===== src/design/che_pkg.sv =====
// ============================================================================
// che_pkg
// Shared types and constants of the cluster head election engine: request
// and message codes, register indexes, reset defaults and the result record.
// ============================================================================
package che_pkg;

    localparam int TIMER_BITS_DEF = 24;
    localparam int ADDR_BITS_DEF  = 16;

    localparam int CFG_IDX_BITS   = 3;
    localparam int CFG_DATA_BITS  = 24;

    // Request types
    localparam logic [1:0] REQ_TICK    = 2'd0;
    localparam logic [1:0] REQ_MSG     = 2'd1;
    localparam logic [1:0] REQ_RECHECK = 2'd2;

    // Message kinds
    localparam logic [2:0] KIND_ELECTION = 3'd0;
    localparam logic [2:0] KIND_RESIGN   = 3'd1;
    localparam logic [2:0] KIND_JOIN     = 3'd2;
    localparam logic [2:0] KIND_ACCEPT   = 3'd3;
    localparam logic [2:0] KIND_DECLINE  = 3'd4;

    // Register indexes
    localparam logic [CFG_IDX_BITS-1:0] CFG_NODE_ADDR      = 3'd0;
    localparam logic [CFG_IDX_BITS-1:0] CFG_ELECTION_DELAY = 3'd1;
    localparam logic [CFG_IDX_BITS-1:0] CFG_TENURE_LENGTH  = 3'd2;
    localparam logic [CFG_IDX_BITS-1:0] CFG_JOIN_RETRY     = 3'd3;
    localparam logic [CFG_IDX_BITS-1:0] CFG_MEMBER_LIMIT   = 3'd4;
    localparam logic [CFG_IDX_BITS-1:0] CFG_MIN_NEIGHBORS  = 3'd5;

    // Register reset values
    localparam logic [15:0] RST_NODE_ADDR      = 16'd0;
    localparam logic [23:0] RST_ELECTION_DELAY = 24'd256;
    localparam logic [23:0] RST_TENURE_LENGTH  = 24'd460800;
    localparam logic [23:0] RST_JOIN_RETRY     = 24'd640;
    localparam logic [7:0]  RST_MEMBER_LIMIT   = 8'd10;
    localparam logic [7:0]  RST_MIN_NEIGHBORS  = 8'd3;

    localparam logic [15:0] VOTE_BATT_WEIGHT  = 16'd3;
    localparam logic [15:0] VOTE_NEIGH_WEIGHT = 16'd100;
    localparam logic [7:0]  COUNT_SAT         = 8'd255;

    // One processed event: up to two messages sharing the held fields
    typedef struct packed {
        logic [1:0]  msgs;
        logic [2:0]  kind0;
        logic [2:0]  kind1;
        logic [15:0] votes;
        logic [15:0] head;
        logic [15:0] member;
        logic        head_flag;
        logic [7:0]  member_of;
    } t_rec;

endpackage


===== src/design/cluster_head_election_engine.sv =====
// ============================================================================
// cluster_head_election_engine
// Sensor-node clustering engine: elections, tenure, join requests, replies.
// ============================================================================
// An event is captured in an input register and, once the result queue has
// room, processed by single-pass logic that updates the node state and writes
// one record into a two-entry result queue. Each record yields one result, or
// two when a tick both ends a tenure and fires the join timer. The input side
// takes one event per cycle while the queue has room; the output port drains
// one result per cycle while i_out_ready is high, which bounds the sustained
// rate at one result per cycle. An event's first result is valid once it has
// passed the input register and the result queue. Both ready outputs are low
// during reset; configuration transfers are taken every cycle after it.
module cluster_head_election_engine #(
    parameter int TIMER_BITS = che_pkg::TIMER_BITS_DEF,
    parameter int ADDR_BITS  = che_pkg::ADDR_BITS_DEF
) (
    input  logic                              i_clk,
    input  logic                              i_rst_n,
    // configuration
    input  logic                              i_cfg_valid,
    output logic                              o_cfg_ready,
    input  logic [che_pkg::CFG_IDX_BITS-1:0]  i_cfg_index,
    input  logic [che_pkg::CFG_DATA_BITS-1:0] i_cfg_data,
    // events
    input  logic                              i_in_valid,
    output logic                              o_in_ready,
    input  logic [1:0]                        i_req_type,
    input  logic [2:0]                        i_msg_kind,
    input  logic [15:0]                       i_msg_votes,
    input  logic [15:0]                       i_msg_head,
    input  logic [15:0]                       i_msg_member,
    input  logic [15:0]                       i_sender_addr,
    input  logic                              i_head_known,
    input  logic [7:0]                        i_battery_level,
    input  logic [7:0]                        i_neighbor_count,
    // results
    output logic                              o_out_valid,
    input  logic                              i_out_ready,
    output logic                              o_send_valid,
    output logic [2:0]                        o_send_kind,
    output logic [15:0]                       o_send_votes,
    output logic [15:0]                       o_send_head,
    output logic [15:0]                       o_send_member,
    output logic                              o_is_cluster_head,
    output logic [7:0]                        o_membership,
    output logic                              o_last_result
);

    localparam int CW = (TIMER_BITS > 24) ? TIMER_BITS : 24;
    localparam logic [TIMER_BITS-1:0] TMAX = '1;
    localparam logic [TIMER_BITS-1:0] TONE = TIMER_BITS'(1);

    function automatic logic [TIMER_BITS-1:0] f_load(input logic [23:0] d);
        logic [CW-1:0] dw;
        dw = CW'(d);
        if (d == 24'd0) begin
            return TONE;
        end else if (dw > CW'(TMAX)) begin
            return TMAX;
        end else begin
            return TIMER_BITS'(d);
        end
    endfunction

    // configuration registers
    logic [15:0] r_node_addr;
    logic [23:0] r_election_delay;
    logic [23:0] r_tenure_length;
    logic [23:0] r_join_retry;
    logic [7:0]  r_member_limit;
    logic [7:0]  r_min_neighbors;

    // input register
    logic        r_in_valid;
    logic [1:0]  r_req;
    logic [2:0]  r_kind;
    logic [15:0] r_mvotes;
    logic [15:0] r_mhead;
    logic [15:0] r_mmember;
    logic [15:0] r_sender;
    logic        r_known;
    logic [7:0]  r_batt;
    logic [7:0]  r_neigh;

    // node state
    logic                  r_head_flag,    n_head_flag;
    logic [7:0]            r_member_of,    n_member_of;
    logic [ADDR_BITS-1:0]  r_head_addr,    n_head_addr;
    logic [7:0]            r_member_count, n_member_count;
    logic [TIMER_BITS-1:0] r_et, n_et;
    logic [TIMER_BITS-1:0] r_tt, n_tt;
    logic [TIMER_BITS-1:0] r_jt, n_jt;
    logic [15:0]           r_held_votes,   n_held_votes;
    logic [15:0]           r_held_head,    n_held_head;
    logic [15:0]           r_held_member,  n_held_member;

    // result queue
    che_pkg::t_rec r_q [2];
    logic          r_wr_ptr;
    logic          r_rd_ptr;
    logic [1:0]    r_count;
    logic          r_sub;

    che_pkg::t_rec w_rec;
    che_pkg::t_rec w_head;
    logic          w_proc;
    logic          w_pop;
    logic          w_out_xfer;
    logic          w_space;

    logic [ADDR_BITS-1:0] w_self;
    logic [ADDR_BITS-1:0] w_sender;
    logic [7:0]           w_vote;
    logic                 w_recheck;
    logic                 w_fe, w_ft, w_fj;
    logic [1:0]           w_en;
    logic [2:0]           w_k0, w_k1;

    assign o_cfg_ready = i_rst_n;

    always_ff @(posedge i_clk) begin
        if (!i_rst_n) begin
            r_node_addr      <= che_pkg::RST_NODE_ADDR;
            r_election_delay <= che_pkg::RST_ELECTION_DELAY;
            r_tenure_length  <= che_pkg::RST_TENURE_LENGTH;
            r_join_retry     <= che_pkg::RST_JOIN_RETRY;
            r_member_limit   <= che_pkg::RST_MEMBER_LIMIT;
            r_min_neighbors  <= che_pkg::RST_MIN_NEIGHBORS;
        end else if (i_cfg_valid) begin
            unique case (i_cfg_index)
                che_pkg::CFG_NODE_ADDR:      r_node_addr      <= i_cfg_data[15:0];
                che_pkg::CFG_ELECTION_DELAY: r_election_delay <= i_cfg_data;
                che_pkg::CFG_TENURE_LENGTH:  r_tenure_length  <= i_cfg_data;
                che_pkg::CFG_JOIN_RETRY:     r_join_retry     <= i_cfg_data;
                che_pkg::CFG_MEMBER_LIMIT:   r_member_limit   <= i_cfg_data[7:0];
                che_pkg::CFG_MIN_NEIGHBORS:  r_min_neighbors  <= i_cfg_data[7:0];
                default: ;
            endcase
        end
    end

    assign w_head     = r_q[r_rd_ptr];
    assign o_out_valid = (r_count != 2'd0);
    assign o_last_result = (w_head.msgs != 2'd2) || r_sub;
    assign w_out_xfer = o_out_valid && i_out_ready;
    assign w_pop      = w_out_xfer && o_last_result;
    assign w_space    = (r_count != 2'd2) || w_pop;
    assign w_proc     = r_in_valid && w_space;
    assign o_in_ready = i_rst_n && (!r_in_valid || w_space);

    always_comb begin
        o_send_valid      = (w_head.msgs != 2'd0);
        o_send_kind       = 3'd0;
        o_send_votes      = 16'd0;
        o_send_head       = 16'd0;
        o_send_member     = 16'd0;
        if (o_send_valid) begin
            o_send_kind   = r_sub ? w_head.kind1 : w_head.kind0;
            o_send_votes  = w_head.votes;
            o_send_head   = w_head.head;
            o_send_member = w_head.member;
        end
        o_is_cluster_head = w_head.head_flag;
        o_membership      = w_head.member_of;
    end

    always_ff @(posedge i_clk) begin
        if (!i_rst_n) begin
            r_in_valid <= 1'b0;
        end else if (o_in_ready) begin
            r_in_valid <= i_in_valid;
        end
    end

    always_ff @(posedge i_clk) begin
        if (o_in_ready && i_in_valid) begin
            r_req     <= i_req_type;
            r_kind    <= i_msg_kind;
            r_mvotes  <= i_msg_votes;
            r_mhead   <= i_msg_head;
            r_mmember <= i_msg_member;
            r_sender  <= i_sender_addr;
            r_known   <= i_head_known;
            r_batt    <= i_battery_level;
            r_neigh   <= i_neighbor_count;
        end
    end

    assign w_self   = r_node_addr[ADDR_BITS-1:0];
    assign w_sender = r_sender[ADDR_BITS-1:0];
    assign w_vote   = 8'(16'(r_batt) * che_pkg::VOTE_BATT_WEIGHT
                       + 16'(r_neigh) * che_pkg::VOTE_NEIGH_WEIGHT);

    always_comb begin
        n_head_flag    = r_head_flag;
        n_member_of    = r_member_of;
        n_head_addr    = r_head_addr;
        n_member_count = r_member_count;
        n_et           = r_et;
        n_tt           = r_tt;
        n_jt           = r_jt;
        n_held_votes   = r_held_votes;
        n_held_head    = r_held_head;
        n_held_member  = r_held_member;
        w_recheck      = 1'b0;
        w_fe           = 1'b0;
        w_ft           = 1'b0;
        w_fj           = 1'b0;
        w_en           = 2'd0;
        w_k0           = 3'd0;
        w_k1           = 3'd0;

        unique case (r_req)
            che_pkg::REQ_TICK: begin
                if (r_et != '0) begin
                    n_et = r_et - TONE;
                    w_fe = (r_et == TONE);
                end
                if (r_tt != '0) begin
                    n_tt = r_tt - TONE;
                    w_ft = (r_tt == TONE);
                end
                if (r_jt != '0) begin
                    n_jt = r_jt - TONE;
                    w_fj = (r_jt == TONE);
                end
                if (w_fe) begin
                    n_head_flag    = 1'b1;
                    n_member_count = 8'd0;
                    n_tt           = f_load(r_tenure_length);
                end
                if (w_ft && !w_fe) begin
                    n_head_flag = 1'b0;
                    w_k0        = che_pkg::KIND_RESIGN;
                    w_en        = 2'd1;
                end
                if (w_fj) begin
                    if (w_en == 2'd0) begin
                        w_k0 = che_pkg::KIND_JOIN;
                    end else begin
                        w_k1 = che_pkg::KIND_JOIN;
                    end
                    w_en = w_en + 2'd1;
                end
            end
            che_pkg::REQ_MSG: begin
                n_held_votes  = r_mvotes;
                n_held_head   = r_mhead;
                n_held_member = r_mmember;
                unique case (r_kind)
                    che_pkg::KIND_ELECTION: begin
                        if (16'(w_vote) < r_mvotes) begin
                            n_et        = '0;
                            n_head_flag = 1'b0;
                        end else if ((16'(w_vote) == r_mvotes)
                                     && (w_self[7:0] < w_sender[7:0])) begin
                            n_et        = '0;
                            n_head_flag = 1'b0;
                        end else if (r_neigh > r_min_neighbors) begin
                            n_held_votes = 16'(w_vote);
                            w_k0         = che_pkg::KIND_ELECTION;
                            w_en         = 2'd1;
                            n_et         = f_load(r_election_delay);
                        end
                    end
                    che_pkg::KIND_RESIGN: begin
                        if (w_sender == r_head_addr) begin
                            n_member_of = 8'd0;
                            w_recheck   = 1'b1;
                        end
                    end
                    che_pkg::KIND_JOIN: begin
                        if (r_head_flag) begin
                            if (r_member_count <= r_member_limit) begin
                                w_k0 = che_pkg::KIND_ACCEPT;
                                if (r_member_count != che_pkg::COUNT_SAT) begin
                                    n_member_count = r_member_count + 8'd1;
                                end
                            end else begin
                                w_k0 = che_pkg::KIND_DECLINE;
                            end
                            n_held_head   = 16'(w_self);
                            n_held_member = 16'(w_sender);
                            w_en          = 2'd1;
                        end
                    end
                    che_pkg::KIND_ACCEPT: begin
                        if (r_mmember[ADDR_BITS-1:0] == w_self) begin
                            n_member_of = r_mhead[7:0];
                            n_head_addr = w_sender;
                        end
                    end
                    che_pkg::KIND_DECLINE: begin
                        n_member_of = 8'd0;
                        n_jt        = f_load(r_join_retry);
                    end
                    default: ;
                endcase
            end
            che_pkg::REQ_RECHECK: begin
                w_recheck = 1'b1;
            end
            default: ;
        endcase

        if (w_recheck) begin
            if (r_known && !n_head_flag && (n_member_of == 8'd0)) begin
                n_jt = f_load(r_join_retry);
            end else if (!r_known && !n_head_flag && (r_neigh > r_min_neighbors)) begin
                n_held_votes = 16'(w_vote);
                w_k0         = che_pkg::KIND_ELECTION;
                w_en         = 2'd1;
                n_et         = f_load(r_election_delay);
            end
        end

        w_rec.msgs      = w_en;
        w_rec.kind0     = w_k0;
        w_rec.kind1     = w_k1;
        w_rec.votes     = n_held_votes;
        w_rec.head      = n_held_head;
        w_rec.member    = n_held_member;
        w_rec.head_flag = n_head_flag;
        w_rec.member_of = n_member_of;
    end

    always_ff @(posedge i_clk) begin
        if (!i_rst_n) begin
            r_head_flag    <= 1'b0;
            r_member_of    <= 8'd0;
            r_head_addr    <= '0;
            r_member_count <= 8'd0;
            r_et           <= '0;
            r_tt           <= '0;
            r_jt           <= '0;
            r_held_votes   <= 16'd0;
            r_held_head    <= 16'd0;
            r_held_member  <= 16'd0;
        end else if (w_proc) begin
            r_head_flag    <= n_head_flag;
            r_member_of    <= n_member_of;
            r_head_addr    <= n_head_addr;
            r_member_count <= n_member_count;
            r_et           <= n_et;
            r_tt           <= n_tt;
            r_jt           <= n_jt;
            r_held_votes   <= n_held_votes;
            r_held_head    <= n_held_head;
            r_held_member  <= n_held_member;
        end
    end

    always_ff @(posedge i_clk) begin
        if (w_proc) begin
            r_q[r_wr_ptr] <= w_rec;
        end
    end

    always_ff @(posedge i_clk) begin
        if (!i_rst_n) begin
            r_wr_ptr <= 1'b0;
            r_rd_ptr <= 1'b0;
            r_count  <= 2'd0;
            r_sub    <= 1'b0;
        end else begin
            if (w_proc) begin
                r_wr_ptr <= !r_wr_ptr;
            end
            if (w_pop) begin
                r_rd_ptr <= !r_rd_ptr;
            end
            if (w_proc && !w_pop) begin
                r_count <= r_count + 2'd1;
            end else if (!w_proc && w_pop) begin
                r_count <= r_count - 2'd1;
            end
            if (w_pop) begin
                r_sub <= 1'b0;
            end else if (w_out_xfer) begin
                r_sub <= 1'b1;
            end
        end
    end

endmodule


===== config.mk =====
export PLATFORM = sky130hd
export DESIGN_NAME = cluster_head_election_engine
export DESIGN_NICKNAME = d
export VERILOG_FILES = /design/src/design/che_pkg.sv /design/src/design/cluster_head_election_engine.sv
export SDC_FILE = /design/constraint.sdc
export NUM_CORES = 1
export LEC_CHECK = 0
export BUFFER_PORTS_ARGS = -buffer_cell sky130_fd_sc_hd__buf_2
export CELL_PAD_IN_SITES_DETAIL_PLACEMENT = 1
export CELL_PAD_IN_SITES_GLOBAL_PLACEMENT = 2
export CORE_ASPECT_RATIO = 2
export CORE_MARGIN = 4
export CORE_UTILIZATION = 42
export DETAILED_ROUTE_END_ITERATION = 16
export PLACE_DENSITY = 0.87
export SETUP_SLACK_MARGIN = 0.3
export SYNTH_ARGS = -nofsm -noshare
export SYNTH_HDL_FRONTEND = slang
export SYNTH_SLANG_ARGS = --single-unit

===== constraint.sdc =====
create_clock -name i_clk -period 8.3 [get_ports i_clk]
set_clock_uncertainty 0.2 [all_clocks]
set_input_delay 1.245 -clock i_clk [delete_from_list [all_inputs] [get_ports i_clk]]
set_output_delay 1.245 -clock i_clk [all_outputs]
set_load 0.005 [all_outputs]

Yosys cells after proc, flatten, opt, wreduce, memory -nomap -nowiden:

Memory sizes are Yosys's and may differ from the RTL's. A register that Yosys moved wholly into a read port is not among the register bits.
Index checks and enable logic that the tools add are counted.

* register bits: 349
* bits in latches: 0
* bits in writable memories: 128
* ROM bits: 0
* bits of input ports: 118
* output and inout port bits: 65
* word-level logic and storage cells: 221
* memories kept: 1

* add/sub/neg operators: 8
* $mul: 2
* div/mod/pow operators: 0
* magnitude comparators: 7
* equality and inequality tests: 25
* shifts and indexed selects: 0
* mux-type cells: 97
* bitwise operators: 1
* reductions and logical operators: 50

Memory list
* r_q: depth 2, width 64, rd ports 1, clocked after Yosys merged registers in 1, wr ports 1, RTL line cluster_head_election_engine.sv:99 `che_pkg::t_rec r_q [2];`

Operators with widths (count)
* $mux W24: 20
* $mux W16: 17
* $pmux W24 S2: 2
* $eq A24 B1 Y1 const B: 3
* $gt A24 B24 Y1 const B: 3
* $logic_not A24 Y1: 3
* $reduce_bool A24 Y1: 3
* $sub A24 B1 Y24 const B: 3
* $mux W8: 8
* $eq A16 B16 Y1: 2
* $mux W3: 10
* $pmux W8 S3: 1
* $mux W1: 23
* $mux W2: 10
* $eq A8 B16 Y1: 1
* $lt A8 B16 Y1: 1
* $pmux W8 S2: 1
* $logic_and A1 B1 Y1: 13
* $eq A3 B2 Y1 const B: 4
* $reduce_and A2 Y1: 6
* $ne A2 B2 Y1 const B: 5
* $reduce_bool A2 Y1: 5
* $eq A3 B3 Y1 const B: 3
* $add A8 B1 Y8 const B: 1
* 26 further kinds: 42

Depth between registers and ports, before layout:

Gate-level depths: netlist of the first run.

* depth after elaboration: 14
* mapped depth: 20
* mapped depth without buffers: 18

Worst setup path before layout of the first run:

No wires, ideal clock.

* path kind: input -> register
* start: input port i_out_ready
* end: memory r_q[0][0] (netlist bit) (enable)
* library setup time: 486 ps
* arrival time: 4582 ps
* data required time: 7614 ps
* slack: 3032 ps
* stages on the path: 5
* buffers on the path: 2
* cells stage by stage: a211oi_1 > nand2b_1 > clkbuf_1 > clkbuf_1 > nor2_1

* word-level cells in the longest chain between the ends: 6

Ends and longest elaborated chain
* start, declared: RTL line cluster_head_election_engine.sv:39 `input logic i_out_ready,`
* $logic_and A1 B1 Y1: RTL line cluster_head_election_engine.sv:146 `assign w_out_xfer = o_out_valid && i_out_ready;`
* $logic_and A1 B1 Y1: RTL line cluster_head_election_engine.sv:147 `assign w_pop = w_out_xfer && o_last_result;`
* $logic_or A1 B1 Y1: RTL line cluster_head_election_engine.sv:148 `assign w_space = (r_count != 2'd2) || w_pop;`
* $logic_and A1 B1 Y1: RTL line cluster_head_election_engine.sv:149 `assign w_proc = r_in_valid && w_space;`
* $mux W1: RTL line cluster_head_election_engine.sv:355 `if (w_proc) begin`
* $mux W1 (not written as such): RTL line cluster_head_election_engine.sv:356 `r_q[r_wr_ptr] <= w_rec;`
* end, declared: RTL line cluster_head_election_engine.sv:99

Every way passes these cells.

Worst setup path in the final report of the first run:

* start: register r_neigh[0]
* end: register r_held_votes[5]

* word-level cells in the longest chain between the ends: 14
* elaborated cells on any way between the ends: 23
* classes of those cells: add/sub: 1; mul: 1; order compare: 2; eq/ne: 1; mux: 12; reduce/logical: 6

Ends and longest elaborated chain
* start, declared: RTL line cluster_head_election_engine.sv:84 `logic [7:0] r_neigh;`
* start signal, assigned: RTL line cluster_head_election_engine.sv:186 `r_neigh <= i_neighbor_count;`
* $mul A8 B5 Y6 *: RTL line cluster_head_election_engine.sv:193 `+ 16'(r_neigh) * che_pkg::VOTE_NEIGH_WEIGHT);`
* $add A8 B8 Y8 *: RTL line cluster_head_election_engine.sv:193
* parallel branches: the longest is 3 deep, another holds $lt A8 B16 Y1
* $mux W1 *: RTL line cluster_head_election_engine.sv:253 `if (16'(w_vote) < r_mvotes) begin`
* $mux W1 *: RTL line cluster_head_election_engine.sv:251 `unique case (r_kind)`
* $pmux W1 S2 *: RTL line cluster_head_election_engine.sv:214 `unique case (r_req)`
* via n_head_flag: RTL line cluster_head_election_engine.sv:87 `logic r_head_flag, n_head_flag;`
* $logic_not A1 Y1 *: RTL line cluster_head_election_engine.sv:308, cluster_head_election_engine.sv:310
* $logic_and A1 B1 Y1 (2 in series): RTL line cluster_head_election_engine.sv:310 `end else if (!r_known && !n_head_flag && (r_neigh > r_min_neighbors)) begin`
* $mux W16: RTL line cluster_head_election_engine.sv:310
* $mux W16 *: RTL line cluster_head_election_engine.sv:308 `if (r_known && !n_head_flag && (n_member_of == 8'd0)) begin`
* $mux W16 *: RTL line cluster_head_election_engine.sv:307 `if (w_recheck) begin`
* via n_held_votes[5]: RTL line cluster_head_election_engine.sv:94 `logic [15:0] r_held_votes, n_held_votes;`
* end signal, assigned: RTL line cluster_head_election_engine.sv:348 `r_held_votes <= n_held_votes;`
* end, declared: RTL line cluster_head_election_engine.sv:94

Mark *: on every way through the listed nets, which the timed path passes.
A chain may end at the register's enable or synchronous reset.

==> metrics.txt, run 1 <==
# DRC 0; Synth async-reset ratio 0; clock sink count 476; Final Cycle Share 0.748; total grt overflow 0; # hold bufs at CTS 0; Slew HR 0.160; path type of the worst min-delay path register to register; # Post-CTS Setup Buffers 0; 1st-pass router iterations 5; post-synth cell types 88; Leak 9.32 nW; final hold vios 0; Post-Synthesis Mean Instance Area 9.66 um^2; CP Class register to register; Gate power share 0.285; Syn-to-layout area delta 13.2%; die footprint 58700 um^2; number of buffers created by CTS 46; switching share of power 0.337; DR iter-0 viols 1018; max cap viols 0; vias in the first global route 20.1k; DR vias 18.8k; maximum clock rate 0.161 GHz; share of cells above drive strength 1 0.131; final-report max-slew violation count 0; CTS Buffer Depth 3; final setup vio count 0; most frequent cell on the critical path ha_1; worst slew pin tran 1.26 ns; CP required 8.58 ns; CTS tree built; width of the die 173 um; I/O Pins 183; H-tree lvl count 2; antenna-violating nets left 0; Slowest-stage cell, CP or2_1; CP Launch Type register; Power Internal 4.69 mW; EDFF count, synth 212; Net Switching 2.38 mW; Root Buffer Master clkbuf_16; outcome complete, no violations; delay-heaviest family, CP adder cells; GR Util All Layers 0.255; hpwl dp 55.0 mm; Clock power frac 0.319; Post-Synthesis Cells 2377; fin crit period 6.21 ns; cell type with the largest total area after synthesis edfxtp_1; Initial Util 0.422; count of input and output buffers 182; initial antenna violation count 1; Reg power frac 0.396; FF+latch count, synth 476; CP bufs+invs 0; Core ar. 54400 um^2; pwr dens 272 nW/um^2; routed wire length 77.0 mm; FP Rows 121; crit end category register; RSZ-0062 raised after global routing false; cts repair resizes 0; maximum number of pins on one net before global-route repair 172; crit-path cells ha_1, ha_1, ha_1, fa_1, ha_1, a21oi_1, xnor2_1, ha_1, nand4_1, or3_1, a21boi_1, o31a_1, o211ai_4, or2_1, a31oi_1, o221a_2, o21ba_1; critical path arrival 6.49 ns; clock latency at the later pin of the worst-skew pair 0.59 ns; most common cell after layout, fill and taps aside nand2_1; first-pass GRT wire length 118 mm; routed len/inst 24.1 um; sequential-to-total area share from yosys stat 0.508; synthesized area 23000 um^2; Fin Setup TNS 0 ns; syn nets 2557; Synth Warn # 0; antenna cell count 0; leading post-synthesis cells by cell area edfxtp_1 (28%), dfxtp_1 (23%), nand2_1 (6.2%); Die Ht 339 um; fillcell total 6134; dominant synthesized flop cell dfxtp_1; Via-to-Cell Ratio 5.89; most frequent cells in the layout nand2_1 (379), dfxtp_1 (263), edfxtp_1 (212); Max VDD drop 0.233 mV; fin util 0.478; Yosys top cell area share 0.277; GPL Wtd Cong 0.861; Crit Path Max Fanout 25; Reg clk slew, reported paths 0.06 ns; Worst path max stage delay 0.89 ns; final net count 2663
final timing paths:
path                                       from                             to  slack (ns)  cells after the start
setup / recovery           r_neigh[0]$_DFFE_PP_   r_held_votes[5]$_SDFFE_PN0P_        2.09                     17
setup reg to reg           r_neigh[0]$_DFFE_PP_   r_held_votes[5]$_SDFFE_PN0P_        2.09                     17
hold / removal    r_held_votes[15]$_SDFFE_PN0P_  r_held_votes[15]$_SDFFE_PN0P_        0.26                      2
hold reg to reg   r_held_votes[15]$_SDFFE_PN0P_  r_held_votes[15]$_SDFFE_PN0P_        0.26                      2
cell type report:
type / count / area (um^2) / area share
Clock buffer: 60 / 1240 / 0.0479
Clock inverter: 26 / 353 / 0.0136
Inverter: 68 / 256 / 0.00987
Multi-Input combinational cell: 1687 / 10500 / 0.405
Sequential cell: 476 / 11700 / 0.449
Tap cell: 676 / 846 / 0.0325
Timing Repair Buffer: 204 / 1090 / 0.0421
cells by family (layout without fill, tap and decap cells):
kind of cell               count (synthesis)  after routing  share of synthesized area
buffers and inverters                    214            358                     0.0369
AOI/OAI and AO/OA                        563            563                      0.165
DFF                                      476            476                      0.508
muxes                                    126            126                     0.0562
xor gates and xnor gates                  58             58                     0.0221
adders and majority gates                 62             62                     0.0358
and+or+nand+nor                          878            878                      0.177
state kept, by name, summed over array words and instances (netlist names), 24 cells and up, named ones only:
name and cells:
r_election_delay 24, r_jt 24, r_join_retry 24, r_tenure_length 24
r_q 126, r_et 24, r_tt 24
stage by stage:
| stage | worst slack (ns) | std cells | area, um^2 | power (mW) | hold slack (ns) |
|---|---|---|---|---|---|
| final | 2.09 | 3197 | 26000 | 7.07 | 0.263 |
| after global routing | 1.86 | 3197 | 26000 | 7.44 | 0.294 |
| after CTS | 2.14 | 3197 | 26000 | 7.11 | 0.267 |
| after detailed placement | 2.14 | 3111 | 24400 | 4.85 | 0.258 |
| after global placement | 2.41 | 3111 | 24400 | 4.79 | 0.251 |
| after floorplan | 3.03 | 2377 | 23000 | 4.18 | 0.242 |
power groups by stage:
stage | sequential [mW] | clock [mW] | combinational, mW
floorplan | 2.77 | 0 | 1.41
detailed placement | 2.85 | 0 | 2.00
finish | 2.80 | 2.25 | 2.01
CTS | 2.80 | 2.30 | 2.02
global route | 2.82 | 2.39 | 2.23
global placement | 2.84 | 0 | 1.96
worst reg2reg max path: cells and delay by family (launching register included):
| family | cells | cell delay (ns) |
|---|---|---|
| AO/OA/AOI/OAI | 7 | 1.86 |
| XOR/XNOR | 1 | 0.13 |
| adder cells (fa/ha/maj) | 6 | 2.11 |
| AND/OR/NAND/NOR | 3 | 1.39 |
| flip-flops | 1 | 0.46 |
Yosys cell counts, types with 7 or more instances:
master	instances
dfxtp_1	264
a21oi_1	131
mux2i_1	112
a21o_1	9
edfxtp_1	212
and2_1	27
o22ai_1	9
or3_1	18
a31oi_1	20
nor3b_1	7
nor3_1	50
inv_1	68
a22oi_1	12
o21ai_0	98
nor2_1	175
or4_1	10
a211oi_1	10
nand4_1	25
buf_2	11
nor4_1	36
xor2_1	10
clkbuf_1	124
nand2_1	379
xnor2_1	48
a21boi_0	141
and3_1	12
nand3_1	68
mux2_2	13
ha_1	56
nor2b_1	35
o211ai_1	46
metal layers:
| layer | GRT usage | vias to the layer above | wire length, um |
|---|---|---|---|
| li1 | - | 8730 | - |
| met1 | 0.277 | 9341 | 28400 |
| met2 | 0.473 | 536 | 40400 |
| met3 | 0.0296 | 211 | 3060 |
| met4 | 0.146 | 2 | 5070 |
| met5 | 0 | - | 13 |
(Power assumes the default switching activity.)
==> inputs of run 2 (changes only) <==
ABC_AREA = 1   (was unset)
CORE_UTILIZATION = 36   (was 42)
PLACE_DENSITY = 0.81   (was 0.87)
clock period = 6.4 ns   (was 8.3 ns; I/O delays follow)
==> metrics.txt, run 2 <==
post-synth cell types 54; FP Rows 132; sequential-to-total area share from yosys stat 0.492; CTS Buffer Depth 3; maximum clock rate 0.180 GHz; Crit Path Max Fanout 22; fin crit period 5.56 ns; die footprint 70200 um^2; pre-CTS setup slack 0.795 ns; critical path arrival 5.84 ns; Syn-to-layout area delta 14.0%; Synth Warn # 0; setup ws final 0.839 ns; Gate power share 0.350; CTS tree built; leading post-synthesis cells by cell area edfxtp_1 (27%), dfxtp_1 (22%), nand2_1 (9.7%); pwr dens 377 nW/um^2; M2 GR Usage 0.508; Fin Setup TNS 0 ns; Via-to-Cell Ratio 5.43; busiest layer in global routing met2; routed wire length 92.2 mm; # Post-CTS Setup Buffers 0; Yosys top cell area share 0.269; Reg clk slew, reported paths 0.07 ns; CP Launch Type register; CP required 6.68 ns; Core ar. 64900 um^2; # hold bufs at CTS 0; outcome complete, no violations; fin cells 4013; clock sink count 476; Reg power frac 0.364; Final Cycle Share 0.869; Leak 11.2 nW; number of buffers created by CTS 47; maximum number of pins on one net before global-route repair 103; 1st-pass router iterations 5; RSZ-0062 raised after global routing false; cell type with the largest total area after synthesis edfxtp_1; cts repair resizes 0; path type of the worst min-delay path register to register; Max VDD drop 0.213 mV; Hold Slack 0.260 ns; Slew HR 0.227; Initial Util 0.365; Root Buffer Master clkbuf_16; routed len/inst 23.0 um; Post-Synthesis Cells 2982; I/O Pins 183; final-report max-slew violation count 0; vias in the first global route 23.1k; DR vias 21.8k; # DRC 0; worst slew pin tran 1.16 ns; initial antenna violation count 3; met1 Use GR 0.256; DR iter-0 viols 1038; Largest Register r_q; antenna-violating nets left 0; crit end category register; final hold vios 0; synthesized area 23700 um^2; max reg flops 126; GPL Wtd Cong 0.875; Final Total Pwr 10.2 mW; dominant synthesized flop cell dfxtp_1; Net Switching 3.87 mW; max cap viols 0; count of input and output buffers 182; first-pass GRT wire length 139 mm; syn nets 3162; top cells by count, synth nand2_1 (614), nor2_1 (338), inv_1 (319); most common cell in the netlist nand2_1; width of the die 189 um; final setup vio count 0; M3 GR Usage 0.0257; share of cells above drive strength 1 0.110; Post-Synthesis Mean Instance Area 7.94 um^2; final net count 3285; EDFF count, synth 212; Power Internal 6.31 mW; placed cells 3927; total grt overflow 0; Synth async-reset ratio 0; hpwl dp 68.5 mm; antenna cell count 0; most frequent cells in the layout nand2_1 (614), nor2_1 (335), inv_1 (317); switching share of power 0.380; CP Class register to register; FF+latch count, synth 476; most common cell after layout, fill and taps aside nand2_1; Die Ht 371 um; GR Util All Layers 0.257; clock latency at the later pin of the worst-skew pair 0.59 ns; H-tree lvl count 2; Clock power frac 0.287
-- run 2: cell type report --
type                    count  area, um^2
well taps                 871        1090
repair buffers            216        1210
flip-flops and latches    476       11700
clock buffers              56        1240
clock inverters            30         338
multi-input cells        2022       10200
fillers                  7841       37900
inverters                 342        1280
-- run 2: power by group through the flow --
stage	clock (mW)	combinational, mW	sequential [mW]
finish	2.92	3.56	3.71
global route	3.10	3.98	3.73
CTS	2.98	3.58	3.70
detailed placement	0	3.55	3.77
global placement	0	3.46	3.75
floorplan	0	2.43	3.69
-- run 2: final timing paths --
| check | to | cells past startpoint | start | slack, ns |
|---|---|---|---|---|
| worst max-delay path | r_held_votes[13]$_SDFFE_PN0P_ | 21 | r_neigh[0]$_DFFE_PP_ | 0.84 |
| worst min-delay path | r_held_member[5]$_SDFFE_PN0P_ | 2 | r_held_member[5]$_SDFFE_PN0P_ | 0.26 |
| worst max register to register | r_held_votes[13]$_SDFFE_PN0P_ | 21 | r_neigh[0]$_DFFE_PP_ | 0.84 |
| worst min register to register | r_held_member[5]$_SDFFE_PN0P_ | 2 | r_held_member[5]$_SDFFE_PN0P_ | 0.26 |
-- run 2: kinds of logic after synthesis --
kind of cell,Yosys count,share of synthesized area
compound gates,702,0.163
simple gates,1206,0.212
flops,476,0.492
mux,2,0.000846
fa+ha+maj,62,0.0347
xor+xnor,50,0.0185
buf+inv,484,0.0792
-- run 2: worst max-delay path, stage by stage (launching register included) --
cell,delay (ns)
edfxtp_1,0.47
ha_1,0.33
ha_1,0.30
ha_1,0.31
fa_1,0.43
ha_1,0.34
a21oi_1,0.19
xor2_1,0.48
ha_1,0.23
nand2_1,0.07
nor2_1,0.14
o21ai_0,0.10
nor2_1,0.11
nand2_1,0.06
nand2_1,0.14
a21oi_1,0.12
nor2_4,0.17
nand4_4,0.31
inv_2,0.59
a211oi_1,0.16
nor2_1,0.13
nor2_1,0.05
-- run 2: per-layer routing --
| layer | part of all wire | wire length, um |
|---|---|---|
| met1 | 0.35 | 32100 |
| met2 | 0.55 | 50300 |
| met3 | 0.035 | 3240 |
| met4 | 0.071 | 6540 |
| met5 | 0 | 0 |
-- run 2: per-stage QoR --
step,instance area [um^2],utilization
after detailed placement,25400,0.392
after global routing,27000,0.416
after global placement,25400,0.392
after CTS,27000,0.416
after floorplan,23700,-
final,27000,0.416
==> inputs of run 3 (changes only) <==
CORE_ASPECT_RATIO = 1.25   (was 2)
SLEW_MARGIN = 30   (was unset)
==> metrics.txt, run 3 (synthesized netlist as in run 2, its figures left out) <==
delay-heaviest family, CP adder cells; count of input and output buffers 182; FP Rows 104; Via-to-Cell Ratio 5.38; most common cell after layout, fill and taps aside nand2_1; FF+latch area 11700 um^2; vias in the first global route 22.8k; Worst R2R Start r_neigh[1]$_DFFE_PP_; clock sink count 476; DR iter-0 viols 1178; first-pass GRT wire length 133 mm; RSZ-0062 raised after global routing false; GR Util All Layers 0.242; Max VDD drop 0.311 mV; r2r setup slk 1.01 ns; worst slew pin tran 0.966 ns; final instance area 26900 um^2; CP Class register to register; antenna cell count 0; # Post-CTS Setup Buffers 0; total grt overflow 0; Leak 11.2 nW; max cap viols 0; Initial Util 0.365; die footprint 70000 um^2; CP required 6.72 ns; placed cell area 25300 um^2; DR vias 21.5k; Core ar. 64800 um^2; share of cells above drive strength 1 0.112; placed cells 3898; CP bufs+invs 0; Final Cycle Share 0.842; fin cells 3993; Slew HR 0.356; initial antenna violation count 3; Fin Setup TNS 0 ns; # hold bufs at CTS 0; Hold Path Cell Cnt 1; Reg clk slew, reported paths 0.06 ns; Root Buffer Master clkbuf_16; final hold vios 0; final setup vio count 0; 1st-pass router iterations 5; Syn-to-layout area delta 13.7%; CTS Buffer Depth 3; fillcell total 7919; outcome complete, no violations; R2R cell count 22; max reg flops 126; critical path arrival 5.71 ns; routed wire length 86.1 mm; Largest Register r_q; GPL Wtd Cong 0.889; final-report max-slew violation count 0; hold wc startpoint r_rd_ptr$_SDFFE_PN0P_; Worst path max stage delay 0.48 ns; clock latency at the later pin of the worst-skew pair 0.60 ns; Die Ht 295 um; R2R Path End r_jt[15]$_SDFFE_PN0P_; most frequent cells in the layout nand2_1 (614), nor2_1 (333), inv_1 (314); width of the die 237 um; pwr dens 373 nW/um^2; maximum clock rate 0.185 GHz; routed len/inst 21.6 um; Multi-input gate area 10200 um^2; hpwl dp 62.0 mm; crit end category register; final net count 3284; I/O Pins 183; antenna-violating nets left 0; H-tree lvl count 2; CP Launch Type register; fin crit period 5.39 ns; Final Total Pwr 10.0 mW; # DRC 0; Slowest-stage cell, CP edfxtp_1; maximum number of pins on one net before global-route repair 80; crit-path cells ha_1, ha_1, ha_1, fa_1, ha_1, a21oi_1, xor2_1, ha_1, nand2_1, nor2_1, o21ai_0, nor2_1, nand2_1, nand2_1, a21oi_1, nor2_4, nand3_2, nor2_4, nand2_4, nand2_1, nand3_1, a21oi_1; path type of the worst min-delay path register to register; Crit Path Max Fanout 24; cts repair resizes 0; CTS tree built; number of buffers created by CTS 52; fin util 0.415; most frequent cell on the critical path ha_1
run 3: cell count changes in the layout (fill, tap and decap cells not counted), moves of 2 or more:
| cell | before | now |
|---|---|---|
| buf_12 | 3 | 0 |
| buf_4 | 32 | 29 |
| bufinv_16 | 6 | 0 |
| clkbuf_1 | 7 | 16 |
| clkbuf_16 | 48 | 53 |
| clkbuf_8 | 1 | 6 |
| clkinv_1 | 9 | 4 |
| clkinv_2 | 7 | 16 |
| clkinvlp_4 | 6 | 1 |
| inv_1 | 317 | 314 |
| inv_2 | 22 | 25 |
| inv_6 | 2 | 0 |
| nor2_1 | 335 | 333 |
| nor2_2 | 5 | 7 |
run 3: worst max-delay path by stage:
stage | startpoint | end | cells past startpoint
3_3_place_gp | r_neigh[0]$_DFFE_PP_ | r_et[21]$_SDFFE_PN0P_ | 23
5_1_grt | r_neigh[0]$_DFFE_PP_ | r_jt[3]$_SDFFE_PN0P_ | 23
4_1_cts | r_neigh[1]$_DFFE_PP_ | r_jt[15]$_SDFFE_PN0P_ | 22
2_1_floorplan | i_rst_n | r_batt[0]$_DFFE_PP_ | 5
6_report | r_neigh[1]$_DFFE_PP_ | r_jt[15]$_SDFFE_PN0P_ | 22
3_5_place_dp | r_neigh[0]$_DFFE_PP_ | r_jt[15]$_SDFFE_PN0P_ | 22
run 3: metal layers:
layer	vias up	wire length, um	GRT usage
met1	10646	33900	0.281
li1	10214	-	-
met4	2	3640	0.0979
met3	162	3730	0.0300
met2	459	44800	0.450
met5	-	13	0
run 3: cell type report:
type,instances,area share
sequential,476,0.433
multi-input combinational,2022,0.379
clock buffer,75,0.0546
inverter,342,0.0477
timing repair buffer,210,0.0417
tap,848,0.0394
clock inverter,20,0.00442
run 3: through the flow:
step                setup WS [ns]  hold slack, ns
floorplan                   0.300           0.226
detailed placement          0.987           0.244
global route                0.569           0.275
CTS                         0.965           0.253
finish                       1.01           0.248
global placement             1.22           0.229
run 3: power by group:
group          switching (mW)  total, mW  internal (mW)
logic                    2.32       3.48           1.16
clock network            1.27       2.86           1.59
registers               0.206       3.70           3.50
